<file path="src/design/sppg_pkg.sv">
// ----------------------------------------------------------------------------
// sppg_pkg: shared types, constants and arithmetic helpers
// Shape kinds, element kinds, point selectors, element sequence tables and the
// fixed-point kappa multiply and Q.9 to Q.8 saturating round.
// ----------------------------------------------------------------------------
package sppg_pkg;

    // Coordinate range and kappa precision
    localparam int COORD_BITS      = 32;
    localparam int KAPPA_FRAC_BITS = 16;
    localparam int SAT_BITS        = (COORD_BITS > 32) ? 32 : COORD_BITS;

    // Field widths
    localparam int PT_BITS  = 32;   // output coordinate field
    localparam int RAD_BITS = 31;   // unsigned span / radius field
    localparam int WIDE     = 36;   // internal Q.9 working width, holds every sum

    // Element sequencing
    localparam int NUM_SEL   = 6;
    localparam int SEL_BITS  = $clog2(NUM_SEL);
    localparam int MAX_ELEMS = 16;
    localparam int IDX_BITS  = $clog2(MAX_ELEMS);
    localparam int NUM_OPS   = 4;

    // Queue between front and back
    localparam int Q_DEPTH    = 2;
    localparam int QPTR_BITS  = $clog2(Q_DEPTH);
    localparam int QCNT_BITS  = $clog2(Q_DEPTH + 1);

    // kappa = 0.5522847498 held at 24 fraction bits, rounded to KAPPA_FRAC_BITS
    localparam logic [63:0] KAPPA_Q24 = 64'd9265801;
    localparam logic [63:0] KAPPA_WIDE =
        ((KAPPA_Q24 << KAPPA_FRAC_BITS) + (64'd1 << 23)) >> 24;
    localparam logic [KAPPA_FRAC_BITS-1:0] KAPPA = KAPPA_WIDE[KAPPA_FRAC_BITS-1:0];

    // Saturation limits in working width
    localparam logic signed [WIDE-1:0] SAT_HI =
        WIDE'((64'sd1 <<< (SAT_BITS - 1)) - 64'sd1);
    localparam logic signed [WIDE-1:0] SAT_LO = -SAT_HI - WIDE'(1);
    localparam logic signed [WIDE-1:0] ONE_W  = WIDE'(1);

    typedef enum logic [1:0] {
        OP_RECT    = 2'd0,
        OP_RRECT   = 2'd1,
        OP_ELLIPSE = 2'd2,
        OP_NONE    = 2'd3
    } t_op;

    typedef enum logic [1:0] {
        KIND_MOVE  = 2'd0,
        KIND_LINE  = 2'd1,
        KIND_CURVE = 2'd2,
        KIND_CTRL  = 2'd3
    } t_kind;

    // Point selectors, per axis:
    //   LO      left / top edge
    //   LO_IN   low edge plus radius minus kappa offset
    //   LO_RAD  low edge plus radius
    //   HI_RAD  high edge minus radius
    //   HI_IN   high edge minus radius plus kappa offset
    //   HI      right / bottom edge
    // For an ellipse the radius is the half span, so LO_RAD and HI_RAD both
    // land on the centre.
    localparam logic [SEL_BITS-1:0] SEL_LO     = SEL_BITS'(0);
    localparam logic [SEL_BITS-1:0] SEL_LO_IN  = SEL_BITS'(1);
    localparam logic [SEL_BITS-1:0] SEL_LO_RAD = SEL_BITS'(2);
    localparam logic [SEL_BITS-1:0] SEL_HI_RAD = SEL_BITS'(3);
    localparam logic [SEL_BITS-1:0] SEL_HI_IN  = SEL_BITS'(4);
    localparam logic [SEL_BITS-1:0] SEL_HI     = SEL_BITS'(5);

    typedef struct packed {
        t_kind               kind;
        logic [SEL_BITS-1:0] xs;
        logic [SEL_BITS-1:0] ys;
    } t_step;

    // Work item handed from front to back: shape kind and saturated Q.8 points
    typedef struct packed {
        t_op                             op;
        logic [NUM_SEL-1:0][PT_BITS-1:0] px;
        logic [NUM_SEL-1:0][PT_BITS-1:0] py;
    } t_job;

    localparam t_step PAD = '{KIND_MOVE, SEL_LO, SEL_LO};

    localparam logic [IDX_BITS-1:0] LAST_IDX [NUM_OPS] = '{
        IDX_BITS'(4), IDX_BITS'(15), IDX_BITS'(13), IDX_BITS'(0)
    };

    localparam t_step STEP_TAB [NUM_OPS][MAX_ELEMS] = '{
        // rectangle
        '{ '{KIND_MOVE,  SEL_LO,     SEL_LO},
           '{KIND_LINE,  SEL_HI,     SEL_LO},
           '{KIND_LINE,  SEL_HI,     SEL_HI},
           '{KIND_LINE,  SEL_LO,     SEL_HI},
           '{KIND_LINE,  SEL_LO,     SEL_LO},
           PAD, PAD, PAD, PAD, PAD, PAD, PAD, PAD, PAD, PAD, PAD },
        // rounded rectangle
        '{ '{KIND_MOVE,  SEL_LO,     SEL_LO_RAD},
           '{KIND_CURVE, SEL_LO,     SEL_LO_IN},
           '{KIND_CTRL,  SEL_LO_IN,  SEL_LO},
           '{KIND_CTRL,  SEL_LO_RAD, SEL_LO},
           '{KIND_LINE,  SEL_HI_RAD, SEL_LO},
           '{KIND_CURVE, SEL_HI_IN,  SEL_LO},
           '{KIND_CTRL,  SEL_HI,     SEL_LO_IN},
           '{KIND_CTRL,  SEL_HI,     SEL_LO_RAD},
           '{KIND_LINE,  SEL_HI,     SEL_HI_RAD},
           '{KIND_CURVE, SEL_HI,     SEL_HI_IN},
           '{KIND_CTRL,  SEL_HI_IN,  SEL_HI},
           '{KIND_CTRL,  SEL_HI_RAD, SEL_HI},
           '{KIND_LINE,  SEL_LO_RAD, SEL_HI},
           '{KIND_CURVE, SEL_LO_IN,  SEL_HI},
           '{KIND_CTRL,  SEL_LO,     SEL_HI_IN},
           '{KIND_CTRL,  SEL_LO,     SEL_HI_RAD} },
        // ellipse
        '{ '{KIND_MOVE,  SEL_HI,     SEL_LO_RAD},
           '{KIND_CURVE, SEL_HI,     SEL_LO_IN},
           '{KIND_CTRL,  SEL_HI_IN,  SEL_LO},
           '{KIND_CTRL,  SEL_LO_RAD, SEL_LO},
           '{KIND_CURVE, SEL_LO_IN,  SEL_LO},
           '{KIND_CTRL,  SEL_LO,     SEL_LO_IN},
           '{KIND_CTRL,  SEL_LO,     SEL_LO_RAD},
           '{KIND_CURVE, SEL_LO,     SEL_HI_IN},
           '{KIND_CTRL,  SEL_LO_IN,  SEL_HI},
           '{KIND_CTRL,  SEL_LO_RAD, SEL_HI},
           '{KIND_CURVE, SEL_HI_IN,  SEL_HI},
           '{KIND_CTRL,  SEL_HI,     SEL_HI_IN},
           '{KIND_CTRL,  SEL_HI,     SEL_LO_RAD},
           '{KIND_LINE,  SEL_HI,     SEL_LO_RAD},
           PAD, PAD },
        // unused shape code: no elements
        '{ PAD, PAD, PAD, PAD, PAD, PAD, PAD, PAD,
           PAD, PAD, PAD, PAD, PAD, PAD, PAD, PAD }
    };

    // radius times kappa, rounded to nearest with ties up
    function automatic logic [RAD_BITS-1:0] kap_mul(input logic [RAD_BITS-1:0] rad);
        logic [RAD_BITS+KAPPA_FRAC_BITS-1:0] prod;
        prod = (RAD_BITS + KAPPA_FRAC_BITS)'(rad) * (RAD_BITS + KAPPA_FRAC_BITS)'(KAPPA)
             + ((RAD_BITS + KAPPA_FRAC_BITS)'(1) << (KAPPA_FRAC_BITS - 1));
        return prod[KAPPA_FRAC_BITS +: RAD_BITS];
    endfunction

    // Q.9 to Q.8, half toward plus infinity, then clamp
    function automatic logic [PT_BITS-1:0] sat_q8(input logic signed [WIDE-1:0] v9);
        logic signed [WIDE-1:0] t;
        logic signed [WIDE-1:0] c;
        t = (v9 + ONE_W) >>> 1;
        if (t > SAT_HI) begin
            c = SAT_HI;
        end else if (t < SAT_LO) begin
            c = SAT_LO;
        end else begin
            c = t;
        end
        return c[PT_BITS-1:0];
    endfunction

endpackage

</file>
<file path="src/design/sppg_ifs.sv">
// ----------------------------------------------------------------------------
// sppg channel interfaces
// Shape command channel and path element channel, valid/ready handshake.
// ----------------------------------------------------------------------------
interface sppg_cmd_if;
    logic        valid;
    logic        ready;
    logic [1:0]  op;
    logic signed [31:0] left;
    logic signed [31:0] top;
    logic [30:0] span_w;
    logic [30:0] span_h;
    logic [30:0] corner_radius_x;
    logic [30:0] corner_radius_y;

    modport source (
        output valid, op, left, top, span_w, span_h, corner_radius_x, corner_radius_y,
        input  ready
    );
    modport sink (
        input  valid, op, left, top, span_w, span_h, corner_radius_x, corner_radius_y,
        output ready
    );
endinterface

interface sppg_elem_if;
    logic        valid;
    logic        ready;
    logic [1:0]  kind;
    logic signed [31:0] point_x;
    logic signed [31:0] point_y;
    logic        last;

    modport source (
        output valid, kind, point_x, point_y, last,
        input  ready
    );
    modport sink (
        input  valid, kind, point_x, point_y, last,
        output ready
    );
endinterface

</file>
<file path="src/design/sppg_front.sv">
// ----------------------------------------------------------------------------
// sppg_front: command intake and point preparation
// Two register stages: clamp radii and form edges, then kappa multiply and
// edge-plus-radius sums; the last offsets and saturation feed the queue.
// ----------------------------------------------------------------------------
module sppg_front (
    input  logic                 i_clk,
    input  logic                 i_rst_n,
    sppg_cmd_if.sink             i_cmd,
    output logic                 o_job_valid,
    output sppg_pkg::t_job       o_job,
    input  logic                 i_job_ready
);

    localparam int W = sppg_pkg::WIDE;
    localparam int R = sppg_pkg::RAD_BITS;

    // stage 1
    logic                   r_s1_v;
    sppg_pkg::t_op          r_s1_op;
    logic signed [W-1:0]    r_s1_l9, r_s1_t9, r_s1_r9, r_s1_b9;
    logic [R-1:0]           r_s1_rx, r_s1_ry;
    sppg_pkg::t_op          n_s1_op;
    logic signed [W-1:0]    n_s1_l9, n_s1_t9, n_s1_r9, n_s1_b9;
    logic [R-1:0]           n_s1_rx, n_s1_ry;
    logic [R:0]             dbl_rx, dbl_ry;

    // stage 2
    logic                   r_s2_v;
    sppg_pkg::t_op          r_s2_op;
    logic signed [W-1:0]    r_s2_xlo, r_s2_xlr, r_s2_xhr, r_s2_xhi;
    logic signed [W-1:0]    r_s2_ylo, r_s2_ylr, r_s2_yhr, r_s2_yhi;
    logic [R-1:0]           r_s2_ox, r_s2_oy;

    logic s1_adv, s2_adv, cmd_take;

    assign s2_adv      = !r_s2_v || i_job_ready;
    assign s1_adv      = !r_s1_v || s2_adv;
    assign i_cmd.ready = s1_adv;
    assign cmd_take    = i_cmd.valid && s1_adv;

    always_comb begin
        n_s1_op = sppg_pkg::t_op'(i_cmd.op);
        n_s1_l9 = W'(i_cmd.left) <<< 1;
        n_s1_t9 = W'(i_cmd.top) <<< 1;
        n_s1_r9 = n_s1_l9 + (W'(i_cmd.span_w) <<< 1);
        n_s1_b9 = n_s1_t9 + (W'(i_cmd.span_h) <<< 1);
        dbl_rx  = {i_cmd.corner_radius_x, 1'b0};
        dbl_ry  = {i_cmd.corner_radius_y, 1'b0};
        // ellipse radius is the half span; corner radius clamps to it
        if (n_s1_op == sppg_pkg::OP_ELLIPSE || dbl_rx >= {1'b0, i_cmd.span_w}) begin
            n_s1_rx = i_cmd.span_w;
        end else begin
            n_s1_rx = dbl_rx[R-1:0];
        end
        if (n_s1_op == sppg_pkg::OP_ELLIPSE || dbl_ry >= {1'b0, i_cmd.span_h}) begin
            n_s1_ry = i_cmd.span_h;
        end else begin
            n_s1_ry = dbl_ry[R-1:0];
        end
    end

    always_ff @(posedge i_clk) begin
        if (!i_rst_n) begin
            r_s1_v <= 1'b0;
            r_s2_v <= 1'b0;
        end else begin
            // drop the unused shape code at intake
            if (s1_adv) begin
                r_s1_v <= cmd_take && (n_s1_op != sppg_pkg::OP_NONE);
            end
            if (s2_adv) begin
                r_s2_v <= r_s1_v;
            end
        end
    end

    always_ff @(posedge i_clk) begin
        if (s1_adv) begin
            r_s1_op <= n_s1_op;
            r_s1_l9 <= n_s1_l9;
            r_s1_t9 <= n_s1_t9;
            r_s1_r9 <= n_s1_r9;
            r_s1_b9 <= n_s1_b9;
            r_s1_rx <= n_s1_rx;
            r_s1_ry <= n_s1_ry;
        end
        if (s2_adv) begin
            r_s2_op  <= r_s1_op;
            r_s2_xlo <= r_s1_l9;
            r_s2_xlr <= r_s1_l9 + W'(r_s1_rx);
            r_s2_xhr <= r_s1_r9 - W'(r_s1_rx);
            r_s2_xhi <= r_s1_r9;
            r_s2_ylo <= r_s1_t9;
            r_s2_ylr <= r_s1_t9 + W'(r_s1_ry);
            r_s2_yhr <= r_s1_b9 - W'(r_s1_ry);
            r_s2_yhi <= r_s1_b9;
            r_s2_ox  <= sppg_pkg::kap_mul(r_s1_rx);
            r_s2_oy  <= sppg_pkg::kap_mul(r_s1_ry);
        end
    end

    always_comb begin
        o_job.op = r_s2_op;
        o_job.px[sppg_pkg::SEL_LO]     = sppg_pkg::sat_q8(r_s2_xlo);
        o_job.px[sppg_pkg::SEL_LO_IN]  = sppg_pkg::sat_q8(r_s2_xlr - W'(r_s2_ox));
        o_job.px[sppg_pkg::SEL_LO_RAD] = sppg_pkg::sat_q8(r_s2_xlr);
        o_job.px[sppg_pkg::SEL_HI_RAD] = sppg_pkg::sat_q8(r_s2_xhr);
        o_job.px[sppg_pkg::SEL_HI_IN]  = sppg_pkg::sat_q8(r_s2_xhr + W'(r_s2_ox));
        o_job.px[sppg_pkg::SEL_HI]     = sppg_pkg::sat_q8(r_s2_xhi);
        o_job.py[sppg_pkg::SEL_LO]     = sppg_pkg::sat_q8(r_s2_ylo);
        o_job.py[sppg_pkg::SEL_LO_IN]  = sppg_pkg::sat_q8(r_s2_ylr - W'(r_s2_oy));
        o_job.py[sppg_pkg::SEL_LO_RAD] = sppg_pkg::sat_q8(r_s2_ylr);
        o_job.py[sppg_pkg::SEL_HI_RAD] = sppg_pkg::sat_q8(r_s2_yhr);
        o_job.py[sppg_pkg::SEL_HI_IN]  = sppg_pkg::sat_q8(r_s2_yhr + W'(r_s2_oy));
        o_job.py[sppg_pkg::SEL_HI]     = sppg_pkg::sat_q8(r_s2_yhi);
    end

    assign o_job_valid = r_s2_v;

endmodule

</file>
<file path="src/design/sppg_queue.sv">
// ----------------------------------------------------------------------------
// sppg_queue: short job queue between front and back
// Register-based FIFO of prepared shapes; push and pop in the same cycle.
// ----------------------------------------------------------------------------
module sppg_queue (
    input  logic            i_clk,
    input  logic            i_rst_n,
    input  logic            i_push,
    input  sppg_pkg::t_job  i_push_job,
    output logic            o_push_ready,
    output logic            o_head_valid,
    output sppg_pkg::t_job  o_head_job,
    input  logic            i_pop
);

    localparam int D = sppg_pkg::Q_DEPTH;

    sppg_pkg::t_job                      r_mem [D];
    logic [sppg_pkg::QPTR_BITS-1:0]      r_wr_ptr, r_rd_ptr;
    logic [sppg_pkg::QCNT_BITS-1:0]      r_count;
    logic                                do_push, do_pop;

    assign o_push_ready = (r_count != sppg_pkg::QCNT_BITS'(D));
    assign o_head_valid = (r_count != '0);
    assign o_head_job   = r_mem[r_rd_ptr];
    assign do_push      = i_push && o_push_ready;
    assign do_pop       = i_pop && o_head_valid;

    always_ff @(posedge i_clk) begin
        if (!i_rst_n) begin
            r_wr_ptr <= '0;
            r_rd_ptr <= '0;
            r_count  <= '0;
        end else begin
            if (do_push) begin
                r_wr_ptr <= (r_wr_ptr == sppg_pkg::QPTR_BITS'(D - 1)) ? '0 : r_wr_ptr + 1'b1;
            end
            if (do_pop) begin
                r_rd_ptr <= (r_rd_ptr == sppg_pkg::QPTR_BITS'(D - 1)) ? '0 : r_rd_ptr + 1'b1;
            end
            if (do_push && !do_pop) begin
                r_count <= r_count + 1'b1;
            end else if (do_pop && !do_push) begin
                r_count <= r_count - 1'b1;
            end
        end
    end

    always_ff @(posedge i_clk) begin
        if (do_push) begin
            r_mem[r_wr_ptr] <= i_push_job;
        end
    end

endmodule

</file>
<file path="src/design/sppg_back.sv">
// ----------------------------------------------------------------------------
// sppg_back: path element sequencer
// Steps through the element table of the head shape into the output register,
// one element per cycle barring stalls, and releases the shape with its last element.
// ----------------------------------------------------------------------------
module sppg_back (
    input  logic            i_clk,
    input  logic            i_rst_n,
    input  logic            i_head_valid,
    input  sppg_pkg::t_job  i_head_job,
    output logic            o_pop,
    sppg_elem_if.source     o_elem
);

    logic [sppg_pkg::IDX_BITS-1:0] r_idx, n_idx;
    logic                          r_o_valid;
    sppg_pkg::t_kind               r_o_kind;
    logic [sppg_pkg::PT_BITS-1:0]  r_o_x, r_o_y;
    logic                          r_o_last;

    sppg_pkg::t_step               step;
    logic                          is_last, load, emit;

    assign load    = !r_o_valid || o_elem.ready;
    assign emit    = load && i_head_valid;
    assign step    = sppg_pkg::STEP_TAB[i_head_job.op][r_idx];
    assign is_last = (r_idx == sppg_pkg::LAST_IDX[i_head_job.op]);
    assign o_pop   = emit && is_last;
    assign n_idx   = is_last ? '0 : r_idx + 1'b1;

    always_ff @(posedge i_clk) begin
        if (!i_rst_n) begin
            r_idx     <= '0;
            r_o_valid <= 1'b0;
        end else begin
            if (emit) begin
                r_idx <= n_idx;
            end
            if (load) begin
                r_o_valid <= i_head_valid;
            end
        end
    end

    always_ff @(posedge i_clk) begin
        if (emit) begin
            r_o_kind <= step.kind;
            r_o_x    <= i_head_job.px[step.xs];
            r_o_y    <= i_head_job.py[step.ys];
            r_o_last <= is_last;
        end
    end

    assign o_elem.valid   = r_o_valid;
    assign o_elem.kind    = r_o_kind;
    assign o_elem.point_x = r_o_x;
    assign o_elem.point_y = r_o_y;
    assign o_elem.last    = r_o_last;

endmodule

</file>
<file path="src/design/shape_to_path_generator_unit.sv">
// ----------------------------------------------------------------------------
// shape_to_path_generator_unit: shape command to path element stream
// The first element of a shape passes the front stages, the job queue and the
// output register of the back. One element per cycle on o_elem while it is ready;
//   a shape gives 5 (rectangle), 16 (rounded rectangle) or 14 (ellipse) elements.
// Commands enter at one per cycle until the 2-deep job queue and the front stages fill.
// Reset (synchronous, active low) empties the pipeline, queue and sequencer.
// ----------------------------------------------------------------------------
module shape_to_path_generator_unit (
    input  logic         i_clk,
    input  logic         i_rst_n,
    sppg_cmd_if.sink     i_cmd,
    sppg_elem_if.source  o_elem
);

    // Front to queue: one prepared shape per transaction
    logic           job_valid;
    logic           job_ready;
    sppg_pkg::t_job job;

    // Queue to back: head of queue and its release
    logic           head_valid;
    sppg_pkg::t_job head_job;
    logic           head_pop;

    // Front: take the command, clamp the corner radii (an ellipse uses its
    // half spans as radii), run the kappa multiply, then form and saturate
    // the six candidate coordinates on each axis. Commands with the unused
    // shape code are taken and dropped here, giving no elements.
    sppg_front u_front (
        .i_clk       (i_clk),
        .i_rst_n     (i_rst_n),
        .i_cmd       (i_cmd),
        .o_job_valid (job_valid),
        .o_job       (job),
        .i_job_ready (job_ready)
    );

    // Queue: hold prepared shapes so the front keeps taking commands while
    // the back is still streaming the elements of an earlier shape.
    sppg_queue u_queue (
        .i_clk        (i_clk),
        .i_rst_n      (i_rst_n),
        .i_push       (job_valid),
        .i_push_job   (job),
        .o_push_ready (job_ready),
        .o_head_valid (head_valid),
        .o_head_job   (head_job),
        .i_pop        (head_pop)
    );

    // Back: walk the element table of the head shape, pick the point for
    // each element from the prepared candidates, flag the last one and
    // advance to the next shape with no gap cycle. A stalled output holds
    // the element in its register.
    sppg_back u_back (
        .i_clk        (i_clk),
        .i_rst_n      (i_rst_n),
        .i_head_valid (head_valid),
        .i_head_job   (head_job),
        .o_pop        (head_pop),
        .o_elem       (o_elem)
    );

endmodule
</file>
<file path="src/flat_wrapper.sv">
// flat-port wrapper written by rule: the top's interface ports become plain ports
module shape_to_path_generator_unit_flat 
  (i_clk, i_rst_n, i_cmd_valid, i_cmd_op, i_cmd_left, i_cmd_top, i_cmd_span_w, i_cmd_span_h, i_cmd_corner_radius_x, i_cmd_corner_radius_y, i_cmd_ready, o_elem_valid, o_elem_kind, o_elem_point_x, o_elem_point_y, o_elem_last, o_elem_ready);
  sppg_cmd_if i_cmd_i ();
  sppg_elem_if o_elem_i ();
  input  logic i_clk;
  input  logic i_rst_n;
  input wire logic [$bits(i_cmd_i.valid)-1:0] i_cmd_valid;
  input wire logic [$bits(i_cmd_i.op)-1:0] i_cmd_op;
  input wire logic [$bits(i_cmd_i.left)-1:0] i_cmd_left;
  input wire logic [$bits(i_cmd_i.top)-1:0] i_cmd_top;
  input wire logic [$bits(i_cmd_i.span_w)-1:0] i_cmd_span_w;
  input wire logic [$bits(i_cmd_i.span_h)-1:0] i_cmd_span_h;
  input wire logic [$bits(i_cmd_i.corner_radius_x)-1:0] i_cmd_corner_radius_x;
  input wire logic [$bits(i_cmd_i.corner_radius_y)-1:0] i_cmd_corner_radius_y;
  output wire logic [$bits(i_cmd_i.ready)-1:0] i_cmd_ready;
  output wire logic [$bits(o_elem_i.valid)-1:0] o_elem_valid;
  output wire logic [$bits(o_elem_i.kind)-1:0] o_elem_kind;
  output wire logic [$bits(o_elem_i.point_x)-1:0] o_elem_point_x;
  output wire logic [$bits(o_elem_i.point_y)-1:0] o_elem_point_y;
  output wire logic [$bits(o_elem_i.last)-1:0] o_elem_last;
  input wire logic [$bits(o_elem_i.ready)-1:0] o_elem_ready;
  assign i_cmd_i.valid = i_cmd_valid;
  assign i_cmd_i.op = i_cmd_op;
  assign i_cmd_i.left = i_cmd_left;
  assign i_cmd_i.top = i_cmd_top;
  assign i_cmd_i.span_w = i_cmd_span_w;
  assign i_cmd_i.span_h = i_cmd_span_h;
  assign i_cmd_i.corner_radius_x = i_cmd_corner_radius_x;
  assign i_cmd_i.corner_radius_y = i_cmd_corner_radius_y;
  assign i_cmd_ready = i_cmd_i.ready;
  assign o_elem_valid = o_elem_i.valid;
  assign o_elem_kind = o_elem_i.kind;
  assign o_elem_point_x = o_elem_i.point_x;
  assign o_elem_point_y = o_elem_i.point_y;
  assign o_elem_last = o_elem_i.last;
  assign o_elem_i.ready = o_elem_ready;
  shape_to_path_generator_unit u_core (.i_clk(i_clk), .i_rst_n(i_rst_n), .i_cmd(i_cmd_i), .o_elem(o_elem_i));
endmodule
</file>
<file path="config.mk">
export PLATFORM = sky130hd
export DESIGN_NAME = shape_to_path_generator_unit_flat
export DESIGN_NICKNAME = d
export VERILOG_FILES = /design/src/design/sppg_pkg.sv /design/src/design/sppg_ifs.sv /design/src/design/sppg_front.sv /design/src/design/sppg_queue.sv /design/src/design/sppg_back.sv /design/src/design/shape_to_path_generator_unit.sv /design/src/flat_wrapper.sv
export SDC_FILE = /design/constraint.sdc
export NUM_CORES = 2
export LEC_CHECK = 0
export BUFFER_PORTS_ARGS = -buffer_cell sky130_fd_sc_hd__buf_2
export CAP_MARGIN = 20
export CORE_ASPECT_RATIO = 0.8
export CORE_MARGIN = 1
export CORE_UTILIZATION = 55
export CTS_CLUSTER_SIZE = 8
export DETAILED_ROUTE_END_ITERATION = 7
export PLACE_DENSITY = 0.72
export SLEW_MARGIN = 20
export SYNTH_ARGS = -nofsm -noshare
export SYNTH_HDL_FRONTEND = slang
export SYNTH_SLANG_ARGS = --single-unit
</file>
<file path="constraint.sdc">
create_clock -name i_clk -period 30.8 [get_ports i_clk]
set_input_delay 4.62 -clock i_clk [delete_from_list [all_inputs] [get_ports i_clk]]
set_output_delay 4.62 -clock i_clk [all_outputs]
set_load 0.1 [all_outputs]
</file>
==> metrics <==
R2R Setup Slk 23,240 ps; setup repair after global routing missed its margin no; share of flip-flops with an asynchronous set or reset 0%; total CTS buffers 191; # IOs 263; number of remaining DRC errors 0; clk_skew 45.6 ps; Vias/cell 6.13; Clk Latency, worst-skew pair 830 ps; CTS Buffer Depth 3; post-synthesis mux area share 6.58%; DP HPWL 180,000 um; post-synthesis xor/xnor area fraction 4.45%; vias in the first global route 57,900; Seq/Total Area, Yosys 46.9%; start point of the worst hold path u_core.u_front.r_s2_ylo[16]; num rows 130; slew margin rel. 21.4%; Tcrit/Tclk final 25.1%; area occupied by multi-input gates 42,700 um^2; GP Congestion 0.971; I/O Buffers 262; Slew Limit Fails 0; largest area contributor in the netlist edfxtp_1; Ys Warns 0; antenna violations before repair 9; worst hold path class reg -> reg; CP arrival 8300 ps; Starting Density 55.7%; Post-Synth Simple-Gate Area 7.19%; full die area 162,000 um^2; Synth top area share 46.6%; Max H-tree Level 4; Synth Instances 7,171; Die Ht 360 um; grt ovf 0; most frequent cell after synthesis edfxtp_1; First DRT Iteration DRCs 6,611; Die Wd 449 um; post-synthesis cell type count 104; Setup TNS 0 ps; Clock Sinks 1,377; status completed; Final nets 8,831; # hold bufs at CTS 0; largest family of logic cells by synthesized area adder cells; Reg2Reg Capture Point u_core.u_front.r_s2_ox[30]; Worst-path clk slew 50 ps; post-CTS sizing 0; antenna cells 0; fin crit period 7730 ps; Post-Synth Adder-Cell Area 19.7%; CTS tree done; core area 158,000 um^2; Critical Path Start Type input pin; hold endpoint u_core.u_queue.r_mem[1][15]; Slew @ Worst Pin 1180 ps; largest net degree at the start of global routing 155; Critical Path End Type register; Detailed Route WL 239,000 um; WL per Instance 24.9 um; Setup Buffers After CTS 0; Post-synth EDFFs 1,365; max_cap viols 0; first-pass GRT wire length 362,000 um; Synth Flop Type edfxtp_1; CP max FO 3; drt first pass iters 6; Storage cell area 41,200 um^2; Compound-Gate Fraction of Synth Area 10.4%; vias 58,900; syn_area_per_cell 12.3 um^2; GRT Util Overall 29.7%; Fin. Hold Viols 0; CP Class in -> reg; most frequent cells after synthesis edfxtp_1 (1,365), inv_1 (873), ha_1 (862); worst r2r src u_core.u_front.r_s1_rx[8]; syn nets 8,555; fillers 12,300; Reg2Reg Depth 20; synthesized cell area 88,000 um^2; Root Driver clkbuf_16; post-detailed-route count of antenna-violating nets 0; WP data required 31,370 ps; final setup vio count 0; hold depth 0; fraction of layout cells with a size suffix above 1 11.6%; max frequency 0.129 GHz; Yosys reg bits 1,377; ranking of synthesized cells by area edfxtp_1 (47%), ha_1 (12%), fa_1 (7.5%); P&R area growth vs syn 10.1%
## how the worst max path moves through the flow
stage,start,endpoint,slack (ps),depth (start not counted)
after CTS,i_cmd_span_h[0],u_core.u_front.r_s1_b9[31],23210,15
after detailed placement,i_cmd_span_h[1],u_core.u_front.r_s1_ry[4],22400,14
after global placement,i_cmd_span_h[1],u_core.u_front.r_s1_ry[1],22430,14
after floorplan,u_core.u_queue.r_count[0],u_core.u_queue.r_wr_ptr,12920,4
after global routing,i_cmd_span_w[1],u_core.u_front.r_s1_r9[30],22930,13
final,i_cmd_span_w[1],u_core.u_front.r_s1_r9[30],23070,13
## layout make-up
cell class              instances  area share [%]
clock buffers                 221            5.07
repair buffers                324            1.91
clock inverters                17           0.276
flip-flops and latches       1377            42.6
well taps                    2112            2.73
inverters                     873            3.39
multi-input cells            4680            44.1
## sequential cells by signal (all words and copies together), names as in the netlist, 4 cells and up, named ones only
name                          flops
u_core.u_front.r_s1_l9           32
u_core.u_front.r_s2_xhr          35
u_core.u_front.r_s1_t9           32
u_core.u_front.r_s1_r9           33
u_core.u_front.r_s2_xlo          32
u_core.u_back.o_elem.point_x     32
u_core.u_front.r_s2_yhi          33
u_core.u_front.r_s1_b9           33
u_core.u_front.r_s2_ylo          32
u_core.u_front.r_s1_rx           31
u_core.u_front.r_s1_ry           31
u_core.u_queue.r_mem            772
u_core.u_front.r_s2_xlr          34
u_core.u_front.r_s2_xhi          33
u_core.u_front.r_s2_ylr          34
u_core.u_front.r_s2_oy           31
u_core.u_back.r_idx               4
u_core.u_front.r_s2_yhr          35
u_core.u_front.r_s2_ox           31
u_core.u_back.o_elem.point_y     32
## per-layer routing
metal	routed length, um	part of all wire [%]	GRT usage (%)
met1	110000	46	46.2
met3	21500	9.0	5.13
met4	5370	2.2	7.04
met2	102000	43	43.2
met5	23	0.0096	0
## through the flow
step	utilization [%]	hold WS, ps	setup WS, ps	area (um^2)	instances
after global routing	61.3	442	22930	96900	9604
final	61.3	432	23070	96900	9604
after floorplan	-	400	12920	88000	7171
after detailed placement	58.0	416	22400	91700	9365
after global placement	58.0	425	22430	91700	9365
after CTS	61.3	441	23210	96900	9603
## worst max-delay path: stages
cell and delay, ps:
buf_2 120, ha_1 300, a211oi_1 280, o21bai_1 170, a2111oi_1 630, o31ai_1 280
a31oi_1 460, o21a_1 310, o21ai_1 190, a2111oi_0 530, o21bai_1 140, a21oi_1 190
xnor2_1 80
## placed cells by master (no fill, tap or decap), types with 65 or more instances in the layout
cell,instances
a21o_1,245
a21oi_1,302
buf_2,262
clkbuf_16,192
edfxtp_1,1365
fa_1,328
ha_1,862
inv_1,872
mux2i_1,75
mux4_2,192
nand2_1,380
nand2b_1,76
nand3_1,131
nand4_1,65
nor2_1,329
nor2b_1,75
nor3_1,70
o21ai_0,350
xnor2_1,261
xor2_1,186
## cell families (layout without fill, tap and decap cells)
logic type,Yosys count,in the layout
mux,330,330
simple gates,1314,1314
xor+xnor,447,447
buf+inv,1114,1435
compound gates,1399,1399
fa+ha+maj,1190,1190
flops,1377,1377
Power is not shown: default switching activity piles up to over one toggle a cycle in this logic, so the estimate is an artifact.
